## config.mk

```make
export PLATFORM = sky130hd
export DESIGN_NAME = vt4_add_tree
export DESIGN_NICKNAME = d
export VERILOG_FILES = /design/src/vt4_pkg.sv /design/src/vt4_add_tree.sv
export VERILOG_INCLUDE_DIRS = /design/src /design/src/src
export SDC_FILE = /design/constraint.sdc
export NUM_CORES = 2
export LEC_CHECK = 0
export ABC_AREA = 1
export BUFFER_PORTS_ARGS = -buffer_cell sky130_fd_sc_hd__buf_2
export CORE_AREA = 2 2 547 549
export DETAILED_ROUTE_END_ITERATION = 16
export DIE_AREA = 0 0 549 551
export SYNTH_ARGS = -nofsm -noshare
export SYNTH_HDL_FRONTEND = slang
export SYNTH_SLANG_ARGS = --single-unit
```

## constraint.sdc

```tcl
create_clock -name i_clk -period 31.8 [get_ports i_clk]
set_input_delay 4.77 -clock i_clk [delete_from_list [all_inputs] [get_ports i_clk]]
set_output_delay 4.77 -clock i_clk [all_outputs]
set_load 0.02 [all_outputs]
```

## src/vertex_transform_4x4_defines.svh

```systemverilog
// assertion macros shared by the vertex transform modules
`ifndef VERTEX_TRANSFORM_4X4_DEFINES_SVH
`define VERTEX_TRANSFORM_4X4_DEFINES_SVH

// same-cycle implication, checks suspended while in reset
`define VT4_ASSERT_NOW(label, clk, rst_n, ante, cons) \
    label: assert property (@(posedge clk) disable iff (!rst_n) (ante) |-> (cons)) \
        else $error("vertex transform check failed");

// next-cycle implication, checks suspended while in reset
`define VT4_ASSERT_NEXT(label, clk, rst_n, ante, cons) \
    label: assert property (@(posedge clk) disable iff (!rst_n) (ante) |=> (cons)) \
        else $error("vertex transform check failed");

`endif

```

## src/vt4_pkg.sv

```systemverilog
// shared types and constants for the 4x4 vertex transform
`default_nettype none
package vt4_pkg;

    localparam int VT4_FRAC_BITS = 16;
    localparam int VT4_DATA_W    = 32;
    localparam int VT4_PROD_W    = 64;
    localparam int VT4_PAIR_W    = 65;
    localparam int VT4_SUM_W     = 66;

    typedef enum logic {
        MODE_WRITE     = 1'b0,
        MODE_TRANSFORM = 1'b1
    } t_mode;

    typedef logic signed [VT4_DATA_W-1:0] t_word;
    typedef logic signed [VT4_PROD_W-1:0] t_prod;
    typedef logic signed [VT4_PAIR_W-1:0] t_pair;
    typedef logic signed [VT4_SUM_W-1:0]  t_sum;

    typedef struct packed {
        t_mode       mode;
        logic [3:0]  elem_index;
        t_word       elem_value;
        t_word       vec_x;
        t_word       vec_y;
        t_word       vec_z;
        t_word       vec_w;
    } t_vt4_in;

    typedef struct packed {
        t_word out_x;
        t_word out_y;
        t_word out_z;
        t_word out_w;
        logic  saturated;
    } t_vt4_out;

endpackage
`default_nettype wire

```

## src/vt4_add_tree.sv

```systemverilog
// second and third stages: pair sums, then exact row sums
`default_nettype none
`include "vertex_transform_4x4_defines.svh"
module vt4_add_tree (
    input  wire logic                            i_clk,
    input  wire logic                            i_rst_n,
    input  wire logic                            i_valid,
    output logic                                 o_ready,
    input  wire logic [15:0][vt4_pkg::VT4_PROD_W-1:0] i_prod,
    output logic                                 o_valid,
    input  wire logic                            i_ready,
    output logic [3:0][vt4_pkg::VT4_SUM_W-1:0]   o_sum
);
    import vt4_pkg::*;

    logic                        r_v2;
    logic                        r_v3;
    logic [7:0][VT4_PAIR_W-1:0]  r_pair;
    logic [3:0][VT4_SUM_W-1:0]   r_sum;
    logic                        ready3;

    assign ready3  = !r_v3 || i_ready;
    assign o_ready = !r_v2 || ready3;

    always_ff @(posedge i_clk) begin
        if (!i_rst_n) begin
            r_v2 <= 1'b0;
            r_v3 <= 1'b0;
        end else begin
            if (o_ready) begin
                r_v2 <= i_valid;
            end
            if (ready3) begin
                r_v3 <= r_v2;
            end
        end
    end

    always_ff @(posedge i_clk) begin
        if (o_ready && i_valid) begin
            for (int k = 0; k < 8; k++) begin
                r_pair[k] <= $signed({i_prod[2*k][VT4_PROD_W-1], i_prod[2*k]})
                           + $signed({i_prod[2*k+1][VT4_PROD_W-1], i_prod[2*k+1]});
            end
        end
        if (ready3 && r_v2) begin
            for (int r = 0; r < 4; r++) begin
                r_sum[r] <= $signed({r_pair[2*r][VT4_PAIR_W-1], r_pair[2*r]})
                          + $signed({r_pair[2*r+1][VT4_PAIR_W-1], r_pair[2*r+1]});
            end
        end
    end

    assign o_valid = r_v3;
    assign o_sum   = r_sum;

    // a held row sum must survive a downstream stall
    `VT4_ASSERT_NEXT(a_sum_holds, i_clk, i_rst_n, r_v3 && !i_ready, r_v3 && $stable(r_sum))
    `VT4_ASSERT_NOW(a_no_overwrite, i_clk, i_rst_n, r_v2 && r_v3 && !i_ready, !o_ready)

endmodule
`default_nettype wire

```

==> results_dict.tcl <==
set metrics [dict create \
    fin_crit_sh_pct 31.6 \
    place.detailed.hpwl_um 390000 \
    slowest_delay_ns 0.18 \
    report.final.hold_viol_count 0 \
    final_area_sq_um 104000 \
    final_core_util_pct 35.0 \
    count_of_flip_flops_with_a_built_in_enable_after_synthesis 784 \
    ys_async_sr_fraction_pct 0 \
    synthesis.yosys.warnings 0 \
    fp.dieW_um 549 \
    worstHoldPathType "flip-flop to flip-flop" \
    layoutNonFillerInstCount 20100 \
    worst_setup_hold_path_clk_slew_ns 0.06 \
    portBuffers 1293 \
    skew_ns 0.0612 \
    cts_setup_buffers 0 \
    core_area_sq_um 296000 \
    max-slew-margin-rel_pct 14.7 \
    number_of_nets_produced_by_synthesis 16500 \
    post_route_cells_drive_above_1_share_pct 9.73 \
    syn_area_sq_um 88600 \
    drt.antenna.violating_nets 0 \
    n_fill_cell 33700 \
    detail_route.iter0.violations 8716 \
    maxCapViolCount 0 \
    min_to "o_valid" \
    drt_first_pass_iters 8 \
    post-synth-top-area-fraction_pct 26.6 \
    tritoncts.num_buffers 95 \
    power.density_nw_per_um2 49.2 \
    crit_slowest_cell "buf_2" \
    clk_root_buffer_cell "clkbuf_16" \
    flow.area_growth_from_synthesis_pct 16.8 \
    timing_worst_setup_path_type "primary input to output pin" \
    yosys-top-cells-area "edfxtp_1 (27%), nand2_1 (23%), inv_1 (13%)" \
    yosys_most_used_dff "edfxtp_1" \
    htree_num_levels 3 \
    fp.dieH_um 551 \
    reg2reg_depth 6 \
    worstHoldPathCells 2 \
    register_area_sq_um 23600 \
    placement.cell_area_sq_um 100000 \
    route.vias.total 97900 \
    grt_setup_unrepaired "false" \
    r2r_setup_slack_ns 28.04 \
    hp-start "o_valid" \
    grt_usage_pct 27.9 \
    pint_w 0.00274 \
    synth_sequential_area_ratio_pct 26.6 \
    final_max_slew_viol_count 0 \
    cp.buffers_inverters 3 \
    power.leakage_nw 56.5 \
    top_post_synthesis_cells_by_count "nand2_1 (5320), inv_1 (3008), nor2_1 (1615), a21oi_1 (1008), edfxtp_1 (784)" \
    post_synth_inst_count 14700 \
    gpl.final_weighted_congestion 1.04 \
    final-setup-viol-count 0 \
    cts.path.max_buffers 3 \
    p_clk_share_pct 23.0 \
    routed_via_density 4.87 \
    total_switching_power_w 0.00235 \
    min_period_ns 10.05 \
    comb_power_share_pct 47.5 \
    largest_net_degree_at_the_start_of_global_routing 162 \
    critical_path_required_ns 27.03 \
    path_cells "buf_2, inv_1, nand3_1, buf_2" \
    timing_worst_slew_pin_value_ns 1.27 \
    switching_share_pct 46.2 \
    tritoncts "yes" \
    synth_top_cell_by_area "edfxtp_1" \
    power.sequential.fraction_pct 29.5 \
    end_of_the_worst_register_to_register_path "r_pair[125]" \
    antenna_violations_before_repair 48 \
    cp.arrival_ns 5.28 \
    cts_hold_buffers 0 \
    cts.sinks 786 \
    design.final.nets 17900 \
    drc_errors 0 \
    peak_clock_frequency_supported_by_timing_mhz 99.5 \
    origin_of_the_critical_flop_to_flop_path "o_valid" \
    num_io_pins 1294 \
    dpl.cell_count 19900 \
    worstSetupStartpointType "primary input" \
    power_w 0.00510 \
    leading_cell_type_by_number_of_instances_after_synthesis "nand2_1" \
    via_count_of_the_first_global_routing_pass 92700 \
    dr_wl_cell_um 21.8 \
    critPathCaptureType "output pin" \
    cts_resized 0 \
    total_negative_slack_for_setup_checks_ns 0 \
    rows 200 \
    postSynthRegisterBits 786 \
    postSynthAreaPerCell_sq_um 6.05 \
    outcome "finished, final reports clean" \
    worst_skew_pair.late_latency_ns 0.77 \
    crit_top_cell "buf_2" \
    critical_path.max_fanout 3 \
    fp.dieArea_sq_um 302000 \
    wire_length_of_the_first_global_routing_pass_um 617000 \
    synth.distinct_cells 29 \
    multi_input_gate_area_sq_um 53800 \
    critical_path_s_top_delay_family "buffers and inverters" \
    worst_voltage_drop_across_the_vdd_grid_mv 0.0447 \
    postRouteWirelength_um 439000 \
    grt_overflow 0 \
    start_util_pct 29.9 \
]
==> stage by stage <==
step / setup WS [ns] / hold WS (ns)
after floorplan: 13.38 / 0.447
after global placement: 21.71 / 0.521
after detailed placement: 21.75 / 0.519
after CTS: 21.74 / 0.527
after global routing: 21.69 / 0.564
final: 21.75 / 0.529
==> layout make-up <==
cell class,instances,share of cell area (%)
clock inverters,73,0.869
flip-flops and latches,786,22.8
clock buffers,105,2.35
diodes,26,0.0628
repair buffers,1305,6.35
inverters,3010,10.9
well taps,3939,4.76
multi-input cells,10900,51.9
==> cells by family after synthesis <==
| family | Yosys count | share of synthesized area, % |
|---|---|---|
| simple gates | 8007 | 35.8 |
| buf+inv | 3010 | 12.7 |
| compound gates | 1679 | 9.84 |
| flops | 786 | 26.6 |
| fa+ha+maj | 784 | 11.2 |
| xor+xnor | 392 | 3.87 |
==> worst max-delay path by stage <==
stage | from | endpoint | slack, ns | cells past startpoint
after CTS | i_ready | o_ready | 21.74 | 4
after global routing | i_ready | o_ready | 21.69 | 4
after global placement | i_ready | o_ready | 21.71 | 4
after detailed placement | i_ready | o_ready | 21.75 | 4
final | i_ready | o_ready | 21.75 | 4
after floorplan | i_ready | o_sum[0] | 13.38 | 2
==> tightest hold or removal path: cells and delay by family (launching register included) <==
| family | cells | cell delay, ns |
|---|---|---|
| DFF | 1 | 0.35 |
| and+or+nand+nor | 1 | 0.08 |
| AOI/OAI and AO/OA | 1 | 0.05 |
==> flip-flops by register name (all words and copies together) (netlist names) <==
signal,cells
r_pair,520
r_v2,1
o_sum,264
o_valid,1
==> layer usage <==
layer | wire (um) | global-route usage (%) | up-vias | share of wire [%]
met5 | 88 | 0 | - | 0.020
met4 | 23100 | 13.6 | 14 | 5.3
met3 | 30700 | 3.74 | 700 | 7.0
met2 | 196000 | 45.8 | 3899 | 45
met1 | 188000 | 36.1 | 44700 | 43
li1 | - | - | 48600 | -
==> placed cells by master, fill, tap and decap left out, types with 6 or more instances in the layout <==
cell	synthesis	final
nand2_1	5320	5320
inv_1	3008	3007
nor2_1	1615	1615
buf_2	0	1293
a21oi_1	1008	1007
edfxtp_1	784	784
ha_1	772	772
nand3_1	649	649
o21ai_0	542	542
xor2_1	388	388
nor3_1	229	229
clkbuf_16	0	96
nand4_1	72	72
nand2_2	70	70
o21bai_1	63	63
diode_2	0	26
a21o_1	24	24
nor4_1	24	24
clkinv_2	0	19
bufinv_16	0	15
clkinv_1	0	13
a21boi_0	12	12
o21a_1	12	12
fa_1	12	12
nor2_2	11	11
buf_4	0	11
clkbuf_1	0	9
nor2_4	8	8
a21oi_2	8	8
clkinv_4	0	8
o21ai_1	6	6
inv_6	0	6
clkinvlp_4	0	6
==> power groups by stage <==
stage / clock network, W / logic (W) / registers (W)
finish: 0.00117 / 0.00242 / 0.00150
global route: 0.00123 / 0.00264 / 0.00151
CTS: 0.00120 / 0.00239 / 0.00150
detailed placement: 0 / 0.00238 / 0.00152
global placement: 0 / 0.00238 / 0.00152
floorplan: 0 / 0.00135 / 0.00152
No activity file was read; power rests on OpenSTA's default activity.
