File: src/vertex_transform_4x4_defines.svh
// assertion macros shared by the vertex transform modules
`ifndef VERTEX_TRANSFORM_4X4_DEFINES_SVH
`define VERTEX_TRANSFORM_4X4_DEFINES_SVH

// same-cycle implication, checks suspended while in reset
`define VT4_ASSERT_NOW(label, clk, rst_n, ante, cons) \
    label: assert property (@(posedge clk) disable iff (!rst_n) (ante) |-> (cons)) \
        else $error("vertex transform check failed");

// next-cycle implication, checks suspended while in reset
`define VT4_ASSERT_NEXT(label, clk, rst_n, ante, cons) \
    label: assert property (@(posedge clk) disable iff (!rst_n) (ante) |=> (cons)) \
        else $error("vertex transform check failed");

`endif

File: src/vt4_pkg.sv
// shared types and constants for the 4x4 vertex transform
`default_nettype none
package vt4_pkg;

    localparam int VT4_FRAC_BITS = 16;
    localparam int VT4_DATA_W    = 32;
    localparam int VT4_PROD_W    = 64;
    localparam int VT4_PAIR_W    = 65;
    localparam int VT4_SUM_W     = 66;

    typedef enum logic {
        MODE_WRITE     = 1'b0,
        MODE_TRANSFORM = 1'b1
    } t_mode;

    typedef logic signed [VT4_DATA_W-1:0] t_word;
    typedef logic signed [VT4_PROD_W-1:0] t_prod;
    typedef logic signed [VT4_PAIR_W-1:0] t_pair;
    typedef logic signed [VT4_SUM_W-1:0]  t_sum;

    typedef struct packed {
        t_mode       mode;
        logic [3:0]  elem_index;
        t_word       elem_value;
        t_word       vec_x;
        t_word       vec_y;
        t_word       vec_z;
        t_word       vec_w;
    } t_vt4_in;

    typedef struct packed {
        t_word out_x;
        t_word out_y;
        t_word out_z;
        t_word out_w;
        logic  saturated;
    } t_vt4_out;

endpackage
`default_nettype wire

File: src/vt4_sat_out.sv
// fourth stage: floor shift, saturation and the output register
`default_nettype none
`include "vertex_transform_4x4_defines.svh"
module vt4_sat_out #(
    parameter int FRAC_BITS = vt4_pkg::VT4_FRAC_BITS
) (
    input  wire logic                          i_clk,
    input  wire logic                          i_rst_n,
    input  wire logic                          i_valid,
    output logic                               o_ready,
    input  wire logic [3:0][vt4_pkg::VT4_SUM_W-1:0] i_sum,
    output logic                               o_valid,
    input  wire logic                          i_stall,
    output vt4_pkg::t_vt4_out                  o_data
);
    import vt4_pkg::*;

    localparam t_sum  SUM_MAX = $signed({{(VT4_SUM_W-31){1'b0}}, {31{1'b1}}});
    localparam t_sum  SUM_MIN = $signed({{(VT4_SUM_W-31){1'b1}}, {31{1'b0}}});
    localparam t_word W_MAX   = $signed({1'b0, {31{1'b1}}});
    localparam t_word W_MIN   = $signed({1'b1, {31{1'b0}}});

    logic     r_v4;
    t_vt4_out r_out;
    t_word    n_comp [4];
    logic     n_clip;
    t_sum     sh;

    assign o_ready = !r_v4 || !i_stall;

    always_comb begin
        n_clip = 1'b0;
        sh     = '0;
        for (int r = 0; r < 4; r++) begin
            // arithmetic shift is floor division by the fraction scale
            sh = $signed(i_sum[r]) >>> FRAC_BITS;
            if (sh > SUM_MAX) begin
                n_comp[r] = W_MAX;
                n_clip    = 1'b1;
            end else if (sh < SUM_MIN) begin
                n_comp[r] = W_MIN;
                n_clip    = 1'b1;
            end else begin
                n_comp[r] = sh[VT4_DATA_W-1:0];
            end
        end
    end

    always_ff @(posedge i_clk) begin
        if (!i_rst_n) begin
            r_v4 <= 1'b0;
        end else if (o_ready) begin
            r_v4 <= i_valid;
        end
    end

    always_ff @(posedge i_clk) begin
        if (o_ready && i_valid) begin
            r_out.out_x     <= n_comp[0];
            r_out.out_y     <= n_comp[1];
            r_out.out_z     <= n_comp[2];
            r_out.out_w     <= n_comp[3];
            r_out.saturated <= n_clip;
        end
    end

    assign o_valid = r_v4;
    assign o_data  = r_out;

    `VT4_ASSERT_NOW(a_clip_flag, i_clk, i_rst_n, r_v4 && r_out.saturated, r_out.out_x == W_MAX || r_out.out_x == W_MIN || r_out.out_y == W_MAX || r_out.out_y == W_MIN || r_out.out_z == W_MAX || r_out.out_z == W_MIN || r_out.out_w == W_MAX || r_out.out_w == W_MIN)

endmodule
`default_nettype wire
File: config.mk
export PLATFORM = sky130hd
export DESIGN_NAME = vt4_sat_out
export DESIGN_NICKNAME = d
export VERILOG_FILES = /design/src/vt4_pkg.sv /design/src/vt4_sat_out.sv
export VERILOG_INCLUDE_DIRS = /design/src /design/src/src
export SDC_FILE = /design/constraint.sdc
export NUM_CORES = 1
export LEC_CHECK = 0
export ABC_AREA = 0
export BUFFER_PORTS_ARGS = -buffer_cell sky130_fd_sc_hd__buf_2
export CAP_MARGIN = 20
export CELL_PAD_IN_SITES_DETAIL_PLACEMENT = 0
export CELL_PAD_IN_SITES_GLOBAL_PLACEMENT = 1
export CORE_AREA = 2 2 157 159
export DETAILED_ROUTE_END_ITERATION = 16
export DIE_AREA = 0 0 159 161
export PLACE_DENSITY = 0.78
export SLEW_MARGIN = 25
export SYNTH_ARGS = -nofsm -noshare
export SYNTH_HDL_FRONTEND = slang
export SYNTH_SLANG_ARGS = --single-unit
File: constraint.sdc
create_clock -name i_clk -period 3.72 [get_ports i_clk]
set_input_delay 0.372 -clock i_clk [delete_from_list [all_inputs] [get_ports i_clk]]
set_output_delay 0.372 -clock i_clk [all_outputs]
set_load 0.1 [all_outputs]
==> summary.txt, run 1 <==
Timing
  • Unrepaired setup endpoints after global routing: false
  • Slew margin rel.: 39.93%
  • Setup violators final: 0
  • Fin. max-slew vios: 0
  • Final period utilization: 51.06%
  • Final Critical Period: 1.900 ns
  • Final Hold Viols: 0
  • Actual slew at the worst max-slew pin: 0.9010 ns
  • Layout Skew: 0.01527 ns
  • Highest clock rate: 526.5 MHz
  • Setup TNS: 0 ns

Detailed routing
  • WL final: 15.65 mm
  • # DRC: 0
  • Antenna viol nets, final: 0
  • Starting DRT DRC Count: 341
  • Via count: 4340
  • Wire per inst: 15.39 um
  • DR pass1 iterations: 4
  • Vias per std cell: 4.267

Yosys
  • Avg Synthesized Cell Area: 15.68 um^2
  • Synthesized area: 0.005535 mm^2
  • Yosys cell types: 22
  • Syn_nets: 621
  • Total of warnings raised by yosys: 0
  • Sequential-to-total area share from yosys stat: 70.34%
  • Number of synthesized register bits: 130
  • Syn Inst Count: 353

Layout
  • Nets: 948
  • Non-Filler Instances: 1017
  • # diodes: 0
  • Layout cell share with drive strength beyond 1: 54.69%
  • Fillers: 2455
  • Syn-to-layout area delta: 44.69%
  • Design area: 0.008009 mm^2

Power
  • Worst vdd ir: 225.6 uV
  • Pwr Density: 556.8 mW/mm^2
  • Leakage: 3.662 nW

Place
  • Detail Placement HPWL: 11.50 mm
  • PortBufs: 334
  • Final Wtd Congestion: 0.8077
  • Cell Area, Placed: 0.007392 mm^2
  • Placed cells: 985

GRT
  • First-pass GRT wire length: 23.68 mm
  • Largest net degree at the start of global routing: 64
  • Initial antenna violation count: 0
  • Vias in the first global route: 4440
  • Total gr overflow: 0
  • Total GRT Usage: 12.04%

Clocking
  • Clock latency on the worst-skew pair: 0.41 ns
  • H-tree depth: 4
  • CTS tree: yes
  • Worst-path clk slew: 0.06 ns
  • Hold Buf Count CTS: 0
  • Root Driver: clkbuf_16
  • # Post-CTS Setup Buffers: 0
  • Clk sink count: 130
  • Longest Clk Path Bufs: 2
  • Num CTS Buffers: 17
  • Post-CTS sizing: 0

Worst setup path
  • Crit-path slowest cell: and2_4
  • CP cell instances: nand2_1, and2_4, buf_4
  • Crit path capture type: flop
  • Critical path type: reg -> reg
  • Arr. time, crit path: 1.98 ns
  • Max Fanout on Critical Path: 63
  • Flop-to-flop setup slack: 1.82 ns
  • CP Buf/Inv Count: 1
  • Worst EP required: 3.80 ns
  • Crit path max-delay family: simple AND/OR/NAND/NOR gates
  • Setup crit start kind: flop
  • Max incr delay on CP: 0.71 ns

Floorplan
  • Die area: 0.02560 mm^2
  • CORE AREA: 0.02396 mm^2
  • FP Rows: 57
  • I/O Pins: 399
  • Die H: 161 um
  • Die width: 159 um
  • Starting Density: 23.10%

Min path
  • HP Class: in -> reg

Flow run
  • Max_cap viols: 0

Outcome
  • Outcome: finished clean
-- kinds of logic (layout without fill, tap and decap cells) --
| logic type | after synthesis | count (layout) | share of synthesized area, % |
|---|---|---|---|
| buffers and inverters | 28 | 368 | 4.521 |
| muxes | 2 | 2 | 0.3617 |
| AOI/OAI and AO/OA | 127 | 127 | 17.13 |
| and+or+nand+nor | 66 | 66 | 7.640 |
| DFF | 130 | 130 | 70.34 |
-- final timing paths --
| path | from | to | depth (start not counted) |
|---|---|---|---|
| max | o_valid$_SDFFE_PN0N_ | o_data[78]$_SDFFCE_PN1P_ | 3 |
| min | i_rst_n | o_valid$_SDFFE_PN0N_ | 2 |
| max reg2reg | o_valid$_SDFFE_PN0N_ | o_data[78]$_SDFFCE_PN1P_ | 3 |
| min reg2reg | o_valid$_SDFFE_PN0N_ | o_valid$_SDFFE_PN0N_ | 2 |
-- sequential cells by signal (all words and copies together) (netlist names) --
name,cells
o_data,129
o_valid,1
-- worst reg2reg max path: stages (launching register included) --
cell and delay, ns:
dfxtp_1 0.32, nand2_1 0.07, and2_4 0.71, buf_4 0.47
-- layout by cell type, fill, tap and decap left out, types with 2 or more instances in the layout --
cell type,instances
nor2b_4,4
inv_6,5
nand4_1,21
clkinvlp_4,3
and4_1,2
nand3_1,2
bufinv_16,3
nand2_2,4
clkinv_4,2
o21ai_0,2
a21o_1,122
nor2_1,2
nor4_1,12
nand2_1,5
a21o_2,2
mux2i_1,2
nor3_1,6
nor3_2,2
clkbuf_16,17
buf_2,334
or4_1,4
edfxtp_1,129
-- area by class of cell --
type / count / area [um^2] / share of cell area [%]
flip-flops and latches: 130 / 3894 / 48.62
multi-input cells: 195 / 1404 / 17.53
clock inverters: 14 / 177.7 / 2.218
well taps: 324 / 405.4 / 5.062
clock buffers: 18 / 429.2 / 5.359
repair buffers: 336 / 1699 / 21.22
-- stage by stage --
stage	total power, mW	setup slack [ns]	utilization [%]	hold WS [ns]
after global placement	2.760	1.583	30.85	0.5115
after CTS	4.522	1.764	33.38	0.1577
final	4.459	1.821	33.42	0.1830
after global routing	4.624	1.632	33.42	0.1764
after floorplan	2.550	0.03856	-	0.5002
after detailed placement	2.771	1.580	30.85	0.5241
-- per-layer routing --
metal	global-route usage [%]	wire length [um]
met3	4.777	1302
met1	13.04	6080
met2	21.32	7969
met4	4.463	297
met5	0	0
-- report_power, final --
part	switching [mW]	leakage, nW	total, mW	internal (mW)
clock	0.663	0.286	1.73	1.07
sequential	0.0196	1.22	1.74	1.72
combinational	0.798	2.16	0.990	0.192
-- synth_stat cells --
cell,count,share of area [%]
nor4_1,12,1.4
dfxtp_1,1,0.36
nor3_2,2,0.36
nor2_1,2,0.14
a21o_1,122,17
nand2_1,9,0.61
a21oi_1,1,0.090
and2_1,1,0.11
nor2b_4,4,0.99
nor2b_1,1,0.11
nor3_1,6,0.54
a21o_2,2,0.32
edfxtp_1,129,70
clkbuf_1,10,0.68
nand3_1,2,0.18
o21ai_0,2,0.18
clkbuf_8,4,0.99
mux2i_1,2,0.36
nand4_1,21,2.4
buf_6,14,2.8
or4_1,4,0.54
and4_1,2,0.32
Note: power is estimated with default switching activity, not from simulation.
==> run 2, diff against run 1 <==
- CORE_AREA: 2 2 157 159 -> 2 2 156 158
- DIE_AREA: 0 0 159 161 -> 0 0 158 160
- PLACE_DENSITY: 0.78 -> 0.77
- clock period: 3.72 -> 2 ns (I/O delays scaled with it)
==> summary.txt, run 2 (same netlist as run 1, synthesis figures left out) <==
Detailed routing
  • Via count: 4381 (+0.94%)
  • Wire per inst: 15.31 um (-0.52%)
  • DR pass1 iterations: 4 (unchanged)
  • # DRC: 0 (unchanged)
  • Antenna viol nets, final: 0 (unchanged)
  • Vias per std cell: 4.253 (-0.33%)
  • Starting DRT DRC Count: 176 (-48%)
  • WL final: 15.77 mm (+0.75%)

Power
  • Sw frac: 33.71% (+0.52 points)
  • Sw Pwr: 2.759 mW (+86%)
  • Total internal power: 5.425 mW (+82%)
  • Pwr Density: 1008 mW/mm^2 (+81%)
  • Leakage: 3.728 nW (+1.8%)
  • Worst vdd ir: 457.4 uV (+100%)
  • Sequential Power Share: 39.6% (+0.6 points)
  • Gate power share: 22.8% (+0.6 points)
  • Clock share of power: 37.6% (-1.2 points)

Timing
  • Layout Skew: 0.009246 ns (-0.006024 ns)
  • WHS: 0.04794 ns (-0.1350 ns)
  • Setup violators final: 0 (unchanged)
  • Fin. max-slew vios: 0 (unchanged)
  • Unrepaired setup endpoints after global routing: false
  • Highest clock rate: 685.1 MHz
  • Setup TNS: 0 ns (unchanged)
  • Final Critical Period: 1.460 ns
  • Slew margin rel.: 51.53% (+12 points)
  • Final period utilization: 72.98%
  • Final Hold Viols: 0 (unchanged)
  • Actual slew at the worst max-slew pin: 0.7255 ns (-0.1755 ns)

Layout
  • Max reg flops: 129 (unchanged)
  • Layout cell share with drive strength beyond 1: 55.18% (+0.49 points)
  • Fillers: 2431 (-0.98%)
  • Syn-to-layout area delta: 46.63%
  • Commonest non-fill, non-tap cell in the layout: buf_2
  • Most frequent cells in the layout: buf_2, edfxtp_1, a21o_1, nand4_1, clkbuf_16
  • Nets: 960 (+1.3%)

Worst setup path
  • R2r worst-path depth: 3 (unchanged)
  • Critical path type: reg -> out
  • R2r startpoint: o_valid$_SDFFE_PN0N_
  • Reg2reg end: o_data[96]$_SDFFCE_PN0P_
  • Arr. time, crit path: 1.26 ns (-0.72 ns)
  • Max Fanout on Critical Path: 3 (-95%)
  • Flop-to-flop setup slack: 0.60 ns (-1.22 ns)
  • Crit path capture type: output port
  • Setup crit start kind: flop
  • Worst EP required: 1.80 ns (-2.00 ns)

Floorplan
  • Starting Density: 23.24% (+0.14 points)
  • Die width: 158 um (-0.63%)
  • FP Rows: 57 (unchanged)
  • CORE AREA: 0.02382 mm^2 (-0.60%)
  • Die area: 0.02528 mm^2 (-1.2%)
  • I/O Pins: 399 (unchanged)
  • Die H: 160 um (-0.62%)

Clocking
  • CTS tree: yes
  • Worst-path clk slew: 0.06 ns (about the same)
  • # Post-CTS Setup Buffers: 0 (unchanged)
  • Num CTS Buffers: 17 (unchanged)
  • Clk sink count: 130 (unchanged)
  • Post-CTS sizing: 0 (unchanged)
  • Root Driver: clkbuf_16
  • Longest Clk Path Bufs: 2 (unchanged)
  • Clock latency on the worst-skew pair: 0.41 ns (about the same)
  • H-tree depth: 4 (unchanged)
  • Hold Buf Count CTS: 1 (+1)

Min path
  • HP Class: in -> reg
  • Hold_sp: i_valid
  • Hold depth: 3 (+1)
  • Hold Path End: o_valid$_SDFFE_PN0N_

GRT
  • First-pass GRT wire length: 22.89 mm (-3.3%)
  • Vias in the first global route: 4356 (-1.9%)
  • Total gr overflow: 0 (unchanged)
  • Largest net degree at the start of global routing: 62 (-3.1%)
  • Initial antenna violation count: 2 (+2)
  • Total GRT Usage: 11.94% (-0.10 points)

Place
  • Final Wtd Congestion: 0.7196 (-11%)
  • Detail Placement HPWL: 11.86 mm (+3.1%)
  • PortBufs: 334 (unchanged)

Outcome
  • Outcome: finished clean

Flow run
  • Max_cap viols: 0 (unchanged)
run 2: cell types whose count changed in the layout (fill, tap and decap cells not counted), sizes merged:
cell	before	now
buf	336	347
bufinv	3	2
clkbuf	18	17
clkinv	3	8
clkinvlp	3	2
diode	0	1
dlygate4sd3	0	1
inv	5	3
run 2: metrics by stage:
stage / power (mW) / util [%] / cells / setup slack [ns] / instance area (um^2)
floorplan: 4.742 / - / 353 / -0.07976 / 5558
global placement: 5.155 / 31.57 / 996 / 0.1698 / 7520
detailed placement: 5.173 / 31.57 / 996 / 0.1398 / 7520
CTS: 8.311 / 34.06 / 1029 / 0.5099 / 8114
global route: 8.492 / 34.07 / 1030 / 0.4941 / 8117
finish: 8.185 / 34.07 / 1030 / 0.5404 / 8117
run 2: area by class of cell:
type	count	area, um^2	area share, %
well taps	324	405.4	4.995
repair buffers	348	1817	22.38
flip-flops and latches	130	3897	48.02
clock buffers	17	425.4	5.241
multi-input cells	195	1410	17.37
clock inverters	15	158.9	1.958
diodes	1	2.502	0.03083
run 2: how the worst max path moves through the flow:
| stage | from | endpoint | slack, ns | depth (start not counted) |
|---|---|---|---|---|
| final | o_valid$_SDFFE_PN0N_ | o_ready | 0.54 | 2 |
| after global routing | o_valid$_SDFFE_PN0N_ | o_ready | 0.49 | 2 |
| after CTS | o_valid$_SDFFE_PN0N_ | o_ready | 0.51 | 2 |
| after detailed placement | i_sum[192] | o_data[0]$_SDFFCE_PP1P_ | 0.14 | 6 |
| after global placement | i_sum[62] | o_data[109]$_SDFFCE_PN1P_ | 0.17 | 6 |
| after floorplan | o_valid$_SDFFE_PN0N_ | o_data[0]$_SDFFCE_PP1P_ | -0.08 | 2 |
run 2: critical path, cell delays in order (launching register included):
cell and delay [ns]:
dfxtp_4 0.36, nand2_8 0.06, buf_2 0.42
run 2: metal layers:
metal	up-vias	track usage, %	share of wire [%]
met3	18	4.369	10
li1	2080	-	-
met4	2	3.604	1.4
met2	247	21.86	51
met1	2034	12.66	37
met5	-	0	0.082
run 2: power groups by stage:
stage                     logic [mW]  registers, mW  clock network [mW]
final                           1.86           3.24                3.08
after detailed placement        1.87           3.30                   0
after global routing            1.94           3.26                3.29
after floorplan                0.294           4.45                   0
after CTS                       1.88           3.24                3.19
after global placement          1.86           3.29                   0
