**src/vertex_transform_4x4_defines.svh**
```systemverilog
// assertion macros shared by the vertex transform modules
`ifndef VERTEX_TRANSFORM_4X4_DEFINES_SVH
`define VERTEX_TRANSFORM_4X4_DEFINES_SVH

// same-cycle implication, checks suspended while in reset
`define VT4_ASSERT_NOW(label, clk, rst_n, ante, cons) \
    label: assert property (@(posedge clk) disable iff (!rst_n) (ante) |-> (cons)) \
        else $error("vertex transform check failed");

// next-cycle implication, checks suspended while in reset
`define VT4_ASSERT_NEXT(label, clk, rst_n, ante, cons) \
    label: assert property (@(posedge clk) disable iff (!rst_n) (ante) |=> (cons)) \
        else $error("vertex transform check failed");

`endif

```
**src/vt4_pkg.sv**
```systemverilog
// shared types and constants for the 4x4 vertex transform
`default_nettype none
package vt4_pkg;

    localparam int VT4_FRAC_BITS = 16;
    localparam int VT4_DATA_W    = 32;
    localparam int VT4_PROD_W    = 64;
    localparam int VT4_PAIR_W    = 65;
    localparam int VT4_SUM_W     = 66;

    typedef enum logic {
        MODE_WRITE     = 1'b0,
        MODE_TRANSFORM = 1'b1
    } t_mode;

    typedef logic signed [VT4_DATA_W-1:0] t_word;
    typedef logic signed [VT4_PROD_W-1:0] t_prod;
    typedef logic signed [VT4_PAIR_W-1:0] t_pair;
    typedef logic signed [VT4_SUM_W-1:0]  t_sum;

    typedef struct packed {
        t_mode       mode;
        logic [3:0]  elem_index;
        t_word       elem_value;
        t_word       vec_x;
        t_word       vec_y;
        t_word       vec_z;
        t_word       vec_w;
    } t_vt4_in;

    typedef struct packed {
        t_word out_x;
        t_word out_y;
        t_word out_z;
        t_word out_w;
        logic  saturated;
    } t_vt4_out;

endpackage
`default_nettype wire

```
**src/vt4_matrix.sv**
```systemverilog
// row-major 4x4 matrix store, reset to identity
`default_nettype none
`include "vertex_transform_4x4_defines.svh"
module vt4_matrix #(
    parameter int FRAC_BITS = vt4_pkg::VT4_FRAC_BITS
) (
    input  wire logic                        i_clk,
    input  wire logic                        i_rst_n,
    input  wire logic                        i_we,
    input  wire logic [3:0]                  i_idx,
    input  wire vt4_pkg::t_word              i_value,
    output logic [15:0][vt4_pkg::VT4_DATA_W-1:0] o_mat
);
    import vt4_pkg::*;

    localparam logic [VT4_DATA_W-1:0] ONE = VT4_DATA_W'(1) << FRAC_BITS;

    logic [15:0][VT4_DATA_W-1:0] r_mat;

    always_ff @(posedge i_clk) begin
        if (!i_rst_n) begin
            for (int i = 0; i < 16; i++) begin
                r_mat[i] <= (i % 5 == 0) ? ONE : '0;
            end
        end else if (i_we) begin
            r_mat[i_idx] <= i_value;
        end
    end

    assign o_mat = r_mat;

    `VT4_ASSERT_NEXT(a_write_lands, i_clk, i_rst_n, i_we, r_mat[$past(i_idx)] == $past(i_value))

endmodule
`default_nettype wire

```
**config.mk**
```make
export PLATFORM = sky130hd
export DESIGN_NAME = vt4_matrix
export DESIGN_NICKNAME = d
export VERILOG_FILES = /design/src/vt4_pkg.sv /design/src/vt4_matrix.sv
export VERILOG_INCLUDE_DIRS = /design/src /design/src/src
export SDC_FILE = /design/constraint.sdc
export NUM_CORES = 1
export LEC_CHECK = 0
export BUFFER_PORTS_ARGS = -buffer_cell sky130_fd_sc_hd__buf_4
export CAP_MARGIN = 40
export CORE_AREA = 4 4 211 213
export DETAILED_ROUTE_END_ITERATION = 12
export DIE_AREA = 0 0 215 217
export PLACE_DENSITY = 0.71
export SYNTH_ARGS = -nofsm -noshare
export SYNTH_HDL_FRONTEND = slang
export SYNTH_SLANG_ARGS = --single-unit
```
**constraint.sdc**
```tcl
create_clock -name i_clk -period 1.6 [get_ports i_clk]
set_input_delay 0.4 -clock i_clk [delete_from_list [all_inputs] [get_ports i_clk]]
set_output_delay 0.4 -clock i_clk [all_outputs]
set_load 0.01 [all_outputs]
```
==> insert_results.sql, run 1 <==
INSERT INTO impl_metrics (metric_group, metric, value, unit) VALUES
('clocking', 'htree_levels', '2', ''),
('critical_path', 'setup_slack_on_the_worst_flop_to_flop_path', '0.92', 'ns'),
('detailed_routing', 'drtAntennaViolNets', '0', ''),
('synth', 'yosys_warning_total', '0', ''),
('die', 'fp-row-count', '76', ''),
('clocking', 'cts.repair_timing.setup_buffer_count', '0', ''),
('final_layout', 'final_layout_size_suffix_gt1_share', '32.3', '%'),
('critical_path', 'cp_top_family', 'flip-flops', ''),
('global_routing', 'groute.usage.overall', '25.4', '%'),
('detailed_routing', 'wl_met2', '31300', 'µm'),
('clocking', 'clock_tree_from_tritoncts', 'done', ''),
('final_layout', 'final.fill_count', '3513', ''),
('place', 'detailed_place_hpwl', '44100', 'µm'),
('detailed_routing', 'detailedRoute.firstIterationViolations', '791', ''),
('sta', 'finalMaxSlewViolations', '0', ''),
('sta', 'final_critical_path_setup_slack', '0.0680', 'ns'),
('sta', 'hold_violations', '0', ''),
('synth', 'mappedNetlistNets', '1782', ''),
('synth', 'synth.avg_cell_area', '10.5', 'µm²'),
('clocking', 'worst_skew_pair.late_latency', '0.58', 'ns'),
('sta', 'tightestPinTransition', '0.424', 'ns'),
('critical_path', 'crit_path_max_incr_delay', '0.39', 'ns'),
('power_and_ir_drop', 'worst_ir_drop_vdd', '0.766', 'mV'),
('detailed_routing', 'drt-vias-per-instance', '5.05', ''),
('detailed_routing', 'detailedRoute.firstPassIterationCount', '5', ''),
('die', 'core_area', '42700', 'µm²'),
('synth', 'synth-edff-count', '0', ''),
('clocking', 'cts_resized', '0', ''),
('critical_path', 'cp_data_arrival_time', '1.13', 'ns'),
('critical_path', 'worst-setup-path-type', 'reg2out', ''),
('critical_path', 'worst-path-buf-inv', '1', ''),
('detailed_routing', 'route.layer.met1.wl', '24700', 'µm'),
('synth', 'synthesis.instances', '1743', ''),
('global_routing', 'largest_net_degree_at_the_start_of_global_routing', '46', ''),
('global_routing', 'grt_antenna_before_repair', '0', ''),
('sta', 'report.final.setup_viol', '0', ''),
('critical_path', 'timing.rr.start', 'o_mat[323]', ''),
('final_layout', 'finalInstanceArea', '25600', 'µm²'),
('worst_hold_path', 'holdCritStartpoint', 'i_value[16]', ''),
('critical_path', 'crit_required', '1.20', 'ns'),
('worst_hold_path', 'holdPathEnd', 'o_mat[16]', ''),
('sta', 'rsz0062_at_grt', 'false', ''),
('clocking', 'clkTransAtPathRegs', '0.06', 'ns'),
('critical_path', 'crit_path_end_kind', 'output pin', ''),
('final_layout', 'largest_register_ffs', '512', ''),
('synth', 'post_synth_num_cell_types', '23', ''),
('synth', 'number_of_flip_flops_and_latches_in_the_synthesized_netlist', '512', ''),
('critical_path', 'worst_setup_path_startpoint', 'o_mat[248]', ''),
('critical_path', 'rr_worst_depth', '2', ''),
('detailed_routing', 'route.vias.total', '14620', ''),
('synth', 'synthFlopType', 'sky130_fd_sc_hd__dfxtp_1', ''),
('clocking', 'clk_path_buf_depth', '3', ''),
('final_layout', 'diodes', '0', ''),
('clocking', 'num_clock_sinks', '512', ''),
('detailed_routing', 'route.top_layer_used', 'met4', ''),
('outcome', 'outcome', 'finished clean', ''),
('die', 'design.die.area', '46700', 'µm²'),
('worst_hold_path', 'timing.hold.worst_path_depth', '3', ''),
('sta', 'clock.fmax', '653', 'MHz'),
('synth', 'netlist_area', '18200', 'µm²'),
('place', 'place.gp.congestion', '0.831', ''),
('detailed_routing', 'routed_wirelength', '62300', 'µm'),
('worst_hold_path', 'min-delay-path-class', 'in2reg', ''),
('sta', 'timing.slew.headroom', '71.7', '%'),
('die', 'die_w', '215', 'µm'),
('die', 'height_of_the_chip', '217', 'µm'),
('sta', 'final.period_utilization', '95.8', '%'),
('global_routing', 'via_count_of_the_first_global_routing_pass', '14787', ''),
('die', 'initial_utilization', '42.7', '%'),
('synth', 'synth_top_area_cell', 'sky130_fd_sc_hd__dfxtp_1', ''),
('sta', 'fin_skew', '0', 'ns');
-- metal layers --
layer | global-route usage, % | vias up
met2 | 45.4 | 455
met4 | 9.77 | 0
met5 | 0 | -
met1 | 29.5 | 7186
met3 | 6.02 | 123
li1 | - | 6856
-- layout make-up --
| class | count | area (µm²) | share of cell area, % |
|---|---|---|---|
| repair buffers | 658 | 5570 | 21.8 |
| well taps | 546 | 683 | 2.67 |
| clock inverters | 17 | 143 | 0.557 |
| multi-input cells | 1082 | 7390 | 28.9 |
| clock buffers | 77 | 1560 | 6.08 |
| flip-flops and latches | 512 | 10200 | 40.0 |
| inverters | 2 | 7.51 | 0.0293 |
-- tightest hold or removal path, cell delays in order --
cell	delay [ns]
sky130_fd_sc_hd__buf_4	0.10
sky130_fd_sc_hd__nand3_1	0.07
sky130_fd_sc_hd__o211ai_1	0.09
-- cells in the mapped netlist (2+ instances only) --
library cell,number
sky130_fd_sc_hd__or2_1,2
sky130_fd_sc_hd__o211ai_1,2
sky130_fd_sc_hd__o311ai_0,2
sky130_fd_sc_hd__buf_1,5
sky130_fd_sc_hd__o21ai_0,3
sky130_fd_sc_hd__nand3b_1,2
sky130_fd_sc_hd__or3_1,3
sky130_fd_sc_hd__buf_6,6
sky130_fd_sc_hd__inv_1,2
sky130_fd_sc_hd__buf_2,48
sky130_fd_sc_hd__mux2i_1,508
sky130_fd_sc_hd__nand3_1,2
sky130_fd_sc_hd__nand2b_1,2
sky130_fd_sc_hd__buf_4,5
sky130_fd_sc_hd__dfxtp_1,512
sky130_fd_sc_hd__nand2_1,542
sky130_fd_sc_hd__clkbuf_1,83
sky130_fd_sc_hd__nor2_1,9
-- cell usage in the layout (no fill, tap or decap), drive strengths merged, types with 3 or more instances in the layout --
master	count
buf	658
nand2	542
dfxtp	512
mux2i	508
clkbuf	77
clkinv	14
nor2	10
or2	3
or3	3
o21ai	3
inv	3
-- logic make-up (layout without fill, tap and decap cells) --
logic type             after synthesis  in the layout  share of synthesized area (%)
buffers and inverters              149            754                           3.75
multiplexers                       508            508                           27.9
AND/OR/NAND/NOR                    567            567                           11.9
flip-flops                         512            512                           56.2
AO/OA/AOI/OAI                        7              7                          0.261
-- worst max-delay path by stage --
| stage | endpoint | cells past startpoint |
|---|---|---|
| floorplan | o_mat[48] | 5 |
| global placement | o_mat[42] | 5 |
| detailed placement | o_mat[39] | 5 |
| CTS | o_mat[248] | 1 |
| global route | o_mat[248] | 1 |
| finish | o_mat[248] | 1 |
-- where the power goes --
| part | switching (mW) | internal, mW |
|---|---|---|
| sequential | 0.0978 | 12.9 |
| combinational | 0.998 | 0.709 |
| clock | 4.99 | 7.03 |
-- per-stage QoR --
step                utilization (%)  power, mW  cells  hold WS (ns)  setup TNS [ns]
floorplan                         -       14.0   1743         0.479               0
global placement               56.0       15.0   2800         0.442          -22.49
detailed placement             56.0       15.0   2800         0.447          -28.81
CTS                            60.0       27.0   2894        0.0936               0
global route                   60.0       27.5   2894         0.144               0
finish                         60.0       26.7   2894         0.128               0
Note: power is estimated with default switching activity, not from simulation.
==> run 2: changes to the inputs <==
--- a/config.mk
+++ b/config.mk
@@ -8,10 +8,12 @@
 export LEC_CHECK = 0
 export BUFFER_PORTS_ARGS = -buffer_cell sky130_fd_sc_hd__buf_4
 export CAP_MARGIN = 40
-export CORE_AREA = 4 4 211 213
+export CELL_PAD_IN_SITES_DETAIL_PLACEMENT = 0
+export CELL_PAD_IN_SITES_GLOBAL_PLACEMENT = 2
+export CORE_MARGIN = 4
+export CORE_UTILIZATION = 28
 export DETAILED_ROUTE_END_ITERATION = 12
-export DIE_AREA = 0 0 215 217
-export PLACE_DENSITY = 0.71
+export PLACE_DENSITY_LB_ADDON = 0.1
 export SYNTH_ARGS = -nofsm -noshare
 export SYNTH_HDL_FRONTEND = slang
 export SYNTH_SLANG_ARGS = --single-unit
==> insert_results.sql, run 2 (same netlist as run 1, synthesis figures left out) <==
INSERT INTO impl_metrics (metric_group, metric, value, unit) VALUES
('outcome', 'outcome', 'finished clean', ''),
('final_layout', 'regArea', '10300', 'µm²'),
('sta', 'hold_violations', '0', ''),
('global_routing', 'gr-total-overflow', '0', ''),
('detailed_routing', 'route.layer.met1.wl', '30300', 'µm'),
('final_layout', 'final.fill_count', '6399', ''),
('detailed_routing', 'route.detailed.drc', '0', ''),
('final_layout', 'largest_register_ffs', '512', ''),
('detailed_routing', 'routed_wirelength', '73800', 'µm'),
('global_routing', 'grt_pass1_wl', '106000', 'µm'),
('clocking', 'clock_tree_from_tritoncts', 'done', ''),
('power_and_ir_drop', 'worst_ir_drop_vdd', '0.745', 'mV'),
('detailed_routing', 'detailedRoute.firstIterationViolations', '686', ''),
('die', 'core_area', '64500', 'µm²'),
('clocking', 'worst_skew_pair.late_latency', '0.60', 'ns'),
('sta', 'clock.fmax', '645', 'MHz'),
('sta', 'worst_hold_slack', '0.0870', 'ns'),
('critical_path', 'worst-path-buf-inv', '1', ''),
('place', 'place.gp.congestion', '0.758', ''),
('detailed_routing', 'route.top_layer_used', 'met5', ''),
('clocking', 'tritoncts.num_buffers', '58', ''),
('final_layout', 'finalCoreUtilization', '41.2', '%'),
('critical_path', 'worst-setup-path-type', 'reg2out', ''),
('critical_path', 'crit_path_max_incr_delay', '0.40', 'ns'),
('detailed_routing', 'drtAntennaViolNets', '0', ''),
('sta', 'report.final.setup_viol', '0', ''),
('worst_hold_path', 'holdPathEnd', 'o_mat[16]', ''),
('die', 'fp-row-count', '93', ''),
('critical_path', 'crit_required', '1.20', 'ns'),
('detailed_routing', 'routed_wire_length_per_instance', '22.8', 'µm'),
('final_layout', 'stdcell_count', '3232', ''),
('sta', 'rsz0062_at_grt', 'false', ''),
('critical_path', 'crit_path_end_kind', 'output pin', ''),
('die', 'io_count', '551', ''),
('final_layout', 'most_common_cell_after_layout_fill_and_taps_aside', 'sky130_fd_sc_hd__buf_4', ''),
('die', 'design.die.area', '69300', 'µm²'),
('critical_path', 'worst_setup_path_start_kind', 'flop', ''),
('global_routing', 'largest_net_degree_at_the_start_of_global_routing', '50', ''),
('critical_path', 'setup_slack_on_the_worst_flop_to_flop_path', '0.95', 'ns'),
('final_layout', 'syn_to_final_growth', '45.6', '%'),
('sta', 'fin_skew', '0', 'ns'),
('detailed_routing', 'detailedRoute.firstPassIterationCount', '5', ''),
('critical_path', 'rr_worst_depth', '2', ''),
('critical_path', 'crit_path_top_delay_cell', 'sky130_fd_sc_hd__dfxtp_1', ''),
('run', 'cap_viol_max_count', '0', ''),
('sta', 'tightestPinTransition', '0.358', 'ns'),
('critical_path', 'cp_top_family', 'flip-flops', ''),
('global_routing', 'via_count_of_the_first_global_routing_pass', '14480', ''),
('sta', 'timing.slew.headroom', '76.1', '%'),
('final_layout', 'nets', '2367', ''),
('critical_path', 'r2r_end', 'o_mat[360]', ''),
('clocking', 'cts_hold_repair.buffers', '0', ''),
('critical_path', 'cp_data_arrival_time', '1.15', 'ns'),
('detailed_routing', 'wl_met2', '36600', 'µm'),
('die', 'initial_utilization', '28.3', '%'),
('worst_hold_path', 'holdCritStartpoint', 'i_value[16]', ''),
('detailed_routing', 'drt-vias-per-instance', '4.45', ''),
('critical_path', 'timing.critical_path.cells', 'buf_4', ''),
('global_routing', 'groute.usage.overall', '20.4', '%'),
('die', 'height_of_the_chip', '263', 'µm'),
('power_and_ir_drop', 'power.density_cell_area', '1080', 'nW/µm²'),
('sta', 'setup_tns', '0', 'ns'),
('place', 'detailed_place_hpwl', '53200', 'µm'),
('worst_hold_path', 'timing.hold.worst_path_depth', '3', ''),
('clocking', 'clockRootBuffer', 'sky130_fd_sc_hd__clkbuf_16', ''),
('clocking', 'clk_path_buf_depth', '3', ''),
('clocking', 'clkTransAtPathRegs', '0.06', 'ns'),
('sta', 'finalMaxSlewViolations', '0', ''),
('power_and_ir_drop', 'power.static_leakage', '12.1', 'nW'),
('die', 'die_w', '263', 'µm'),
('global_routing', 'grt_antenna_before_repair', '4', ''),
('critical_path', 'timing.rr.start', 'o_mat[360]', ''),
('place', 'numPlacedInstances', '3123', ''),
('detailed_routing', 'route.vias.total', '14386', ''),
('sta', 'final.period_utilization', '96.8', '%'),
('detailed_routing', 'met3_length', '5250', 'µm'),
('place', 'io_buffer_count', '550', ''),
('critical_path', 'timing.critical_path.fanout_max', '2', ''),
('final_layout', 'mostFrequentLayoutCells', 'sky130_fd_sc_hd__buf_4, sky130_fd_sc_hd__nand2_1, sky130_fd_sc_hd__dfxtp_1, sky130_fd_sc_hd__mux2i_1, sky130_fd_sc_hd__buf_12', ''),
('final_layout', 'final_layout_size_suffix_gt1_share', '32.9', '%'),
('sta', 'post-route-min-period', '1.55', 'ns'),
('clocking', 'num_clock_sinks', '512', ''),
('clocking', 'htree_levels', '2', ''),
('worst_hold_path', 'min-delay-path-class', 'in2reg', ''),
('final_layout', 'area_taken_by_multi_input_logic_gates', '7390', 'µm²');
-- run 2: cell types whose count changed in the layout (fill, tap and decap cells not counted), moves of 2 or more --
cell,before,now
sky130_fd_sc_hd__buf_12,50,62
sky130_fd_sc_hd__clkbuf_1,10,18
sky130_fd_sc_hd__clkinv_2,13,6
sky130_fd_sc_hd__clkbuf_16,53,59
sky130_fd_sc_hd__bufinv_16,2,6
sky130_fd_sc_hd__clkbuf_8,14,17
sky130_fd_sc_hd__dfxtp_1,512,510
sky130_fd_sc_hd__dfxtp_2,0,2
-- run 2: routing by layer --
layer	track usage [%]	vias to the layer above
li1	-	6910
met1	24.4	7030
met2	35.5	360
met3	6.77	80
met4	4.97	6
met5	0	-
-- run 2: timing repair --
item,4_1_cts,5_1_grt
buffers inserted,0,0
gates resized for setup,3,0
setup endpoints to repair,2,0
-- run 2: cell type report --
type	instances	area share, %
diodes	1	0.00942
clock buffers	94	6.70
clock inverters	14	0.853
inverters	2	0.0283
multi-input cells	1082	27.8
flip-flops and latches	512	38.6
well taps	855	4.03
repair buffers	672	22.0
-- run 2: metrics by stage --
stage / worst slack, ns / power (mW) / cell area [µm²]
3_5_place_dp: -0.227 / 15.1 / 24500
6_report: 0.0508 / 28.8 / 26600
5_1_grt: 0.00805 / 29.9 / 26600
2_1_floorplan: 0.0333 / 14.0 / 18200
4_1_cts: 0.00530 / 29.2 / 26600
3_3_place_gp: -0.212 / 15.1 / 24500
-- run 2: worst register-to-register path, stage by stage, from the launching register on --
cell and delay (ns):
sky130_fd_sc_hd__dfxtp_1 0.40, sky130_fd_sc_hd__nand2_1 0.07, sky130_fd_sc_hd__mux2i_1 0.12
-- run 2: how the worst max path moves through the flow --
stage | from | end | depth (start not counted)
6_report | o_mat[360] | o_mat[360] | 1
5_1_grt | o_mat[76] | o_mat[76] | 1
3_3_place_gp | i_idx[2] | o_mat[108] | 6
2_1_floorplan | i_idx[2] | o_mat[48] | 5
4_1_cts | o_mat[360] | o_mat[360] | 1
3_5_place_dp | i_idx[2] | o_mat[104] | 6
-- run 2: report_power, final --
part | leakage (nW) | internal [mW] | switching [mW]
logic | 6.98 | 0.745 | 1.07
clock network | 0.983 | 8.51 | 5.43
registers | 4.13 | 12.9 | 0.0951
==> run 3: changes to the inputs <==
--- a/config.mk
+++ b/config.mk
@@ -13,7 +13,10 @@
 export CORE_MARGIN = 4
 export CORE_UTILIZATION = 28
 export DETAILED_ROUTE_END_ITERATION = 12
+export HOLD_SLACK_MARGIN = 0.12
 export PLACE_DENSITY_LB_ADDON = 0.1
+export REMOVE_ABC_BUFFERS = 1
+export SLEW_MARGIN = 10
 export SYNTH_ARGS = -nofsm -noshare
 export SYNTH_HDL_FRONTEND = slang
 export SYNTH_SLANG_ARGS = --single-unit
==> insert_results.sql, run 3 (same netlist as run 1, synthesis figures left out) <==
INSERT INTO impl_metrics (metric_group, metric, value, unit) VALUES
('outcome', 'outcome', 'finished clean', ''),
('detailed_routing', 'detailedRoute.firstIterationViolations', '635', ''),
('sta', 'setup_tns', '0', 'ns'),
('power_and_ir_drop', 'power_frac_seq', '47.5', '%'),
('worst_hold_path', 'timing.hold.worst_path_depth', '4', ''),
('critical_path', 'timing.critical_path.cells', 'buf_4', ''),
('clocking', 'clkTransAtPathRegs', '0.06', 'ns'),
('final_layout', 'largest_register_ffs', '512', ''),
('sta', 'finalMaxSlewViolations', '0', ''),
('die', 'fp-row-count', '93', ''),
('detailed_routing', 'route.vias.total', '14312', ''),
('power_and_ir_drop', 'clockPowerShare', '46.5', '%'),
('sta', 'final.period_utilization', '96.2', '%'),
('critical_path', 'cp_top_family', 'flip-flops', ''),
('power_and_ir_drop', 'power.density_cell_area', '1050', 'nW/µm²'),
('critical_path', 'crit_path_max_incr_delay', '0.38', 'ns'),
('clocking', 'htree_levels', '2', ''),
('critical_path', 'rr_worst_depth', '2', ''),
('critical_path', 'cp_data_arrival_time', '1.14', 'ns'),
('detailed_routing', 'routed_wirelength', '72600', 'µm'),
('global_routing', 'gr-total-overflow', '0', ''),
('final_layout', 'mostFrequentLayoutCells', 'sky130_fd_sc_hd__buf_4, sky130_fd_sc_hd__nand2_1, sky130_fd_sc_hd__dfxtp_1, sky130_fd_sc_hd__mux2i_1, sky130_fd_sc_hd__clkbuf_16', ''),
('sta', 'clock.fmax', '650', 'MHz'),
('power_and_ir_drop', 'power_report.internal_total', '21.0', 'mW'),
('power_and_ir_drop', 'worst_ir_drop_vdd', '0.729', 'mV'),
('critical_path', 'worst-setup-path-type', 'reg2out', ''),
('clocking', 'worst_skew_pair.late_latency', '0.59', 'ns'),
('detailed_routing', 'drt-vias-per-instance', '4.44', ''),
('final_layout', 'area_taken_by_multi_input_logic_gates', '7380', 'µm²'),
('final_layout', 'nets', '2365', ''),
('final_layout', 'regArea', '10300', 'µm²'),
('clocking', 'cts.repair_timing.setup_buffer_count', '0', ''),
('critical_path', 'worst-path-buf-inv', '1', ''),
('place', 'place.gp.congestion', '0.776', ''),
('run', 'cap_viol_max_count', '0', ''),
('sta', 'timing.slew.headroom', '69.1', '%'),
('clocking', 'num_clock_sinks', '512', ''),
('power_and_ir_drop', 'net-switching-power', '6.37', 'mW'),
('power_and_ir_drop', 'combPwrFrac', '5.9', '%'),
('critical_path', 'worst_setup_path_start_kind', 'flop', ''),
('power_and_ir_drop', 'power_switching_share', '23.3', '%'),
('clocking', 'clk_path_buf_depth', '3', ''),
('critical_path', 'crit_path_top_delay_cell', 'sky130_fd_sc_hd__dfxtp_1', ''),
('global_routing', 'groute.usage.overall', '20.0', '%'),
('worst_hold_path', 'min-delay-path-class', 'in2reg', ''),
('die', 'core_area', '64500', 'µm²'),
('critical_path', 'crit_path_end_kind', 'output pin', ''),
('sta', 'report.final.setup_viol', '0', ''),
('die', 'design.die.area', '69300', 'µm²'),
('final_layout', 'final.fill_count', '6412', ''),
('sta', 'rsz0062_at_grt', 'false', ''),
('sta', 'worst_hold_slack', '0.223', 'ns'),
('global_routing', 'largest_net_degree_at_the_start_of_global_routing', '53', ''),
('detailed_routing', 'routed_wire_length_per_instance', '22.5', 'µm'),
('power_and_ir_drop', 'power.static_leakage', '11.9', 'nW'),
('final_layout', 'final_layout_size_suffix_gt1_share', '32.7', '%'),
('clocking', 'tritoncts.num_buffers', '56', ''),
('final_layout', 'most_common_cell_after_layout_fill_and_taps_aside', 'sky130_fd_sc_hd__buf_4', ''),
('final_layout', 'diodes', '0', ''),
('clocking', 'clock_tree_from_tritoncts', 'done', ''),
('sta', 'post-route-min-period', '1.54', 'ns'),
('detailed_routing', 'drtAntennaViolNets', '0', ''),
('die', 'initial_utilization', '28.3', '%'),
('sta', 'fin_skew', '0', 'ns'),
('place', 'io_buffer_count', '550', ''),
('die', 'die_w', '263', 'µm'),
('die', 'io_count', '551', ''),
('clocking', 'clockRootBuffer', 'sky130_fd_sc_hd__clkbuf_16', ''),
('final_layout', 'syn_to_final_growth', '42.8', '%'),
('global_routing', 'grt_antenna_before_repair', '2', ''),
('detailed_routing', 'detailedRoute.firstPassIterationCount', '5', ''),
('global_routing', 'grt_pass1_wl', '104000', 'µm'),
('critical_path', 'crit_required', '1.20', 'ns'),
('critical_path', 'timing.critical_path.fanout_max', '2', ''),
('critical_path', 'critical_path_depth', '1', ''),
('global_routing', 'via_count_of_the_first_global_routing_pass', '14360', ''),
('place', 'detailed_place_hpwl', '51300', 'µm'),
('power_and_ir_drop', 'fin_total_pwr', '27.4', 'mW'),
('die', 'height_of_the_chip', '263', 'µm'),
('sta', 'hold_violations', '0', ''),
('sta', 'tightestPinTransition', '0.462', 'ns'),
('detailed_routing', 'route.detailed.drc', '0', '');
==> run 3: changes by cell type in the layout (fill, tap and decap cells not counted), sizes merged <==
| cell | delta |
|---|---|
| clkbuf | -7 |
| bufinv | -5 |
| clkinv | +5 |
| buf | -1 |
| clkinvlp | -1 |
| diode | -1 |
| dlygate4sd3 | +1 |
| inv | -1 |
==> run 3: power groups by stage <==
stage                     sequential [mW]  combinational [mW]  clock (mW)
after floorplan                      13.4               0.455           0
after global routing                 13.0                1.75        13.6
after global placement               13.3                1.65           0
after detailed placement             13.3                1.65           0
final                                13.0                1.63        12.7
after CTS                            13.0                1.66        13.2
==> run 3: layout make-up <==
class / instances / share of cell area (%)
Clock buffer: 87 / 6.56
Timing Repair Buffer: 672 / 21.2
Clock inverter: 12 / 0.341
Sequential cell: 512 / 39.4
Tap cell: 855 / 4.11
Multi-Input combinational cell: 1082 / 28.3
Inverter: 2 / 0.0288
==> run 3: metrics by stage <==
step / utilization [%] / worst slack [ns] / instance area [µm²] / cells
2_1_floorplan: - / -1.35 / 17600 / 1596
4_1_cts: 40.4 / 0.00902 / 26000 / 3222
6_report: 40.4 / 0.0608 / 26000 / 3222
3_5_place_dp: 37.6 / -0.337 / 24200 / 3122
5_1_grt: 40.4 / 0.0180 / 26000 / 3222
3_3_place_gp: 37.6 / -0.322 / 24200 / 3122
==> run 3: worst reg2reg max path: stages (launching register included) <==
cell	delay, ns
sky130_fd_sc_hd__dfxtp_1	0.32
sky130_fd_sc_hd__o21ai_0	0.07
sky130_fd_sc_hd__o311ai_0	0.13
==> run 3: timing repair <==
| item | CTS | global route |
|---|---|---|
| resized for setup | 3 | 0 |
| setup endpoints to repair | 2 | 0 |
| endpoints found under the hold margin | 3 | 0 |
| hold buffers | 1 | 0 |
==> run 3: metal layers <==
| layer | track usage (%) | part of all wire (%) | vias to the layer above |
|---|---|---|---|
| met1 | 24.9 | 43 | 6949 |
| met2 | 33.0 | 47 | 368 |
| met3 | 7.27 | 7.8 | 95 |
| li1 | - | - | 6896 |
| met5 | 0 | 0.037 | - |
| met4 | 5.38 | 2.7 | 4 |
==> run 3: worst paths after layout <==
path	startpoint	slack, ns	endpoint
max reg2reg	o_mat[336]	0.95	o_mat[336]
min	i_idx[1]	0.22	o_mat[16]
max	o_mat[110]	0.06	o_mat[110]
min reg2reg	o_mat[342]	0.45	o_mat[342]
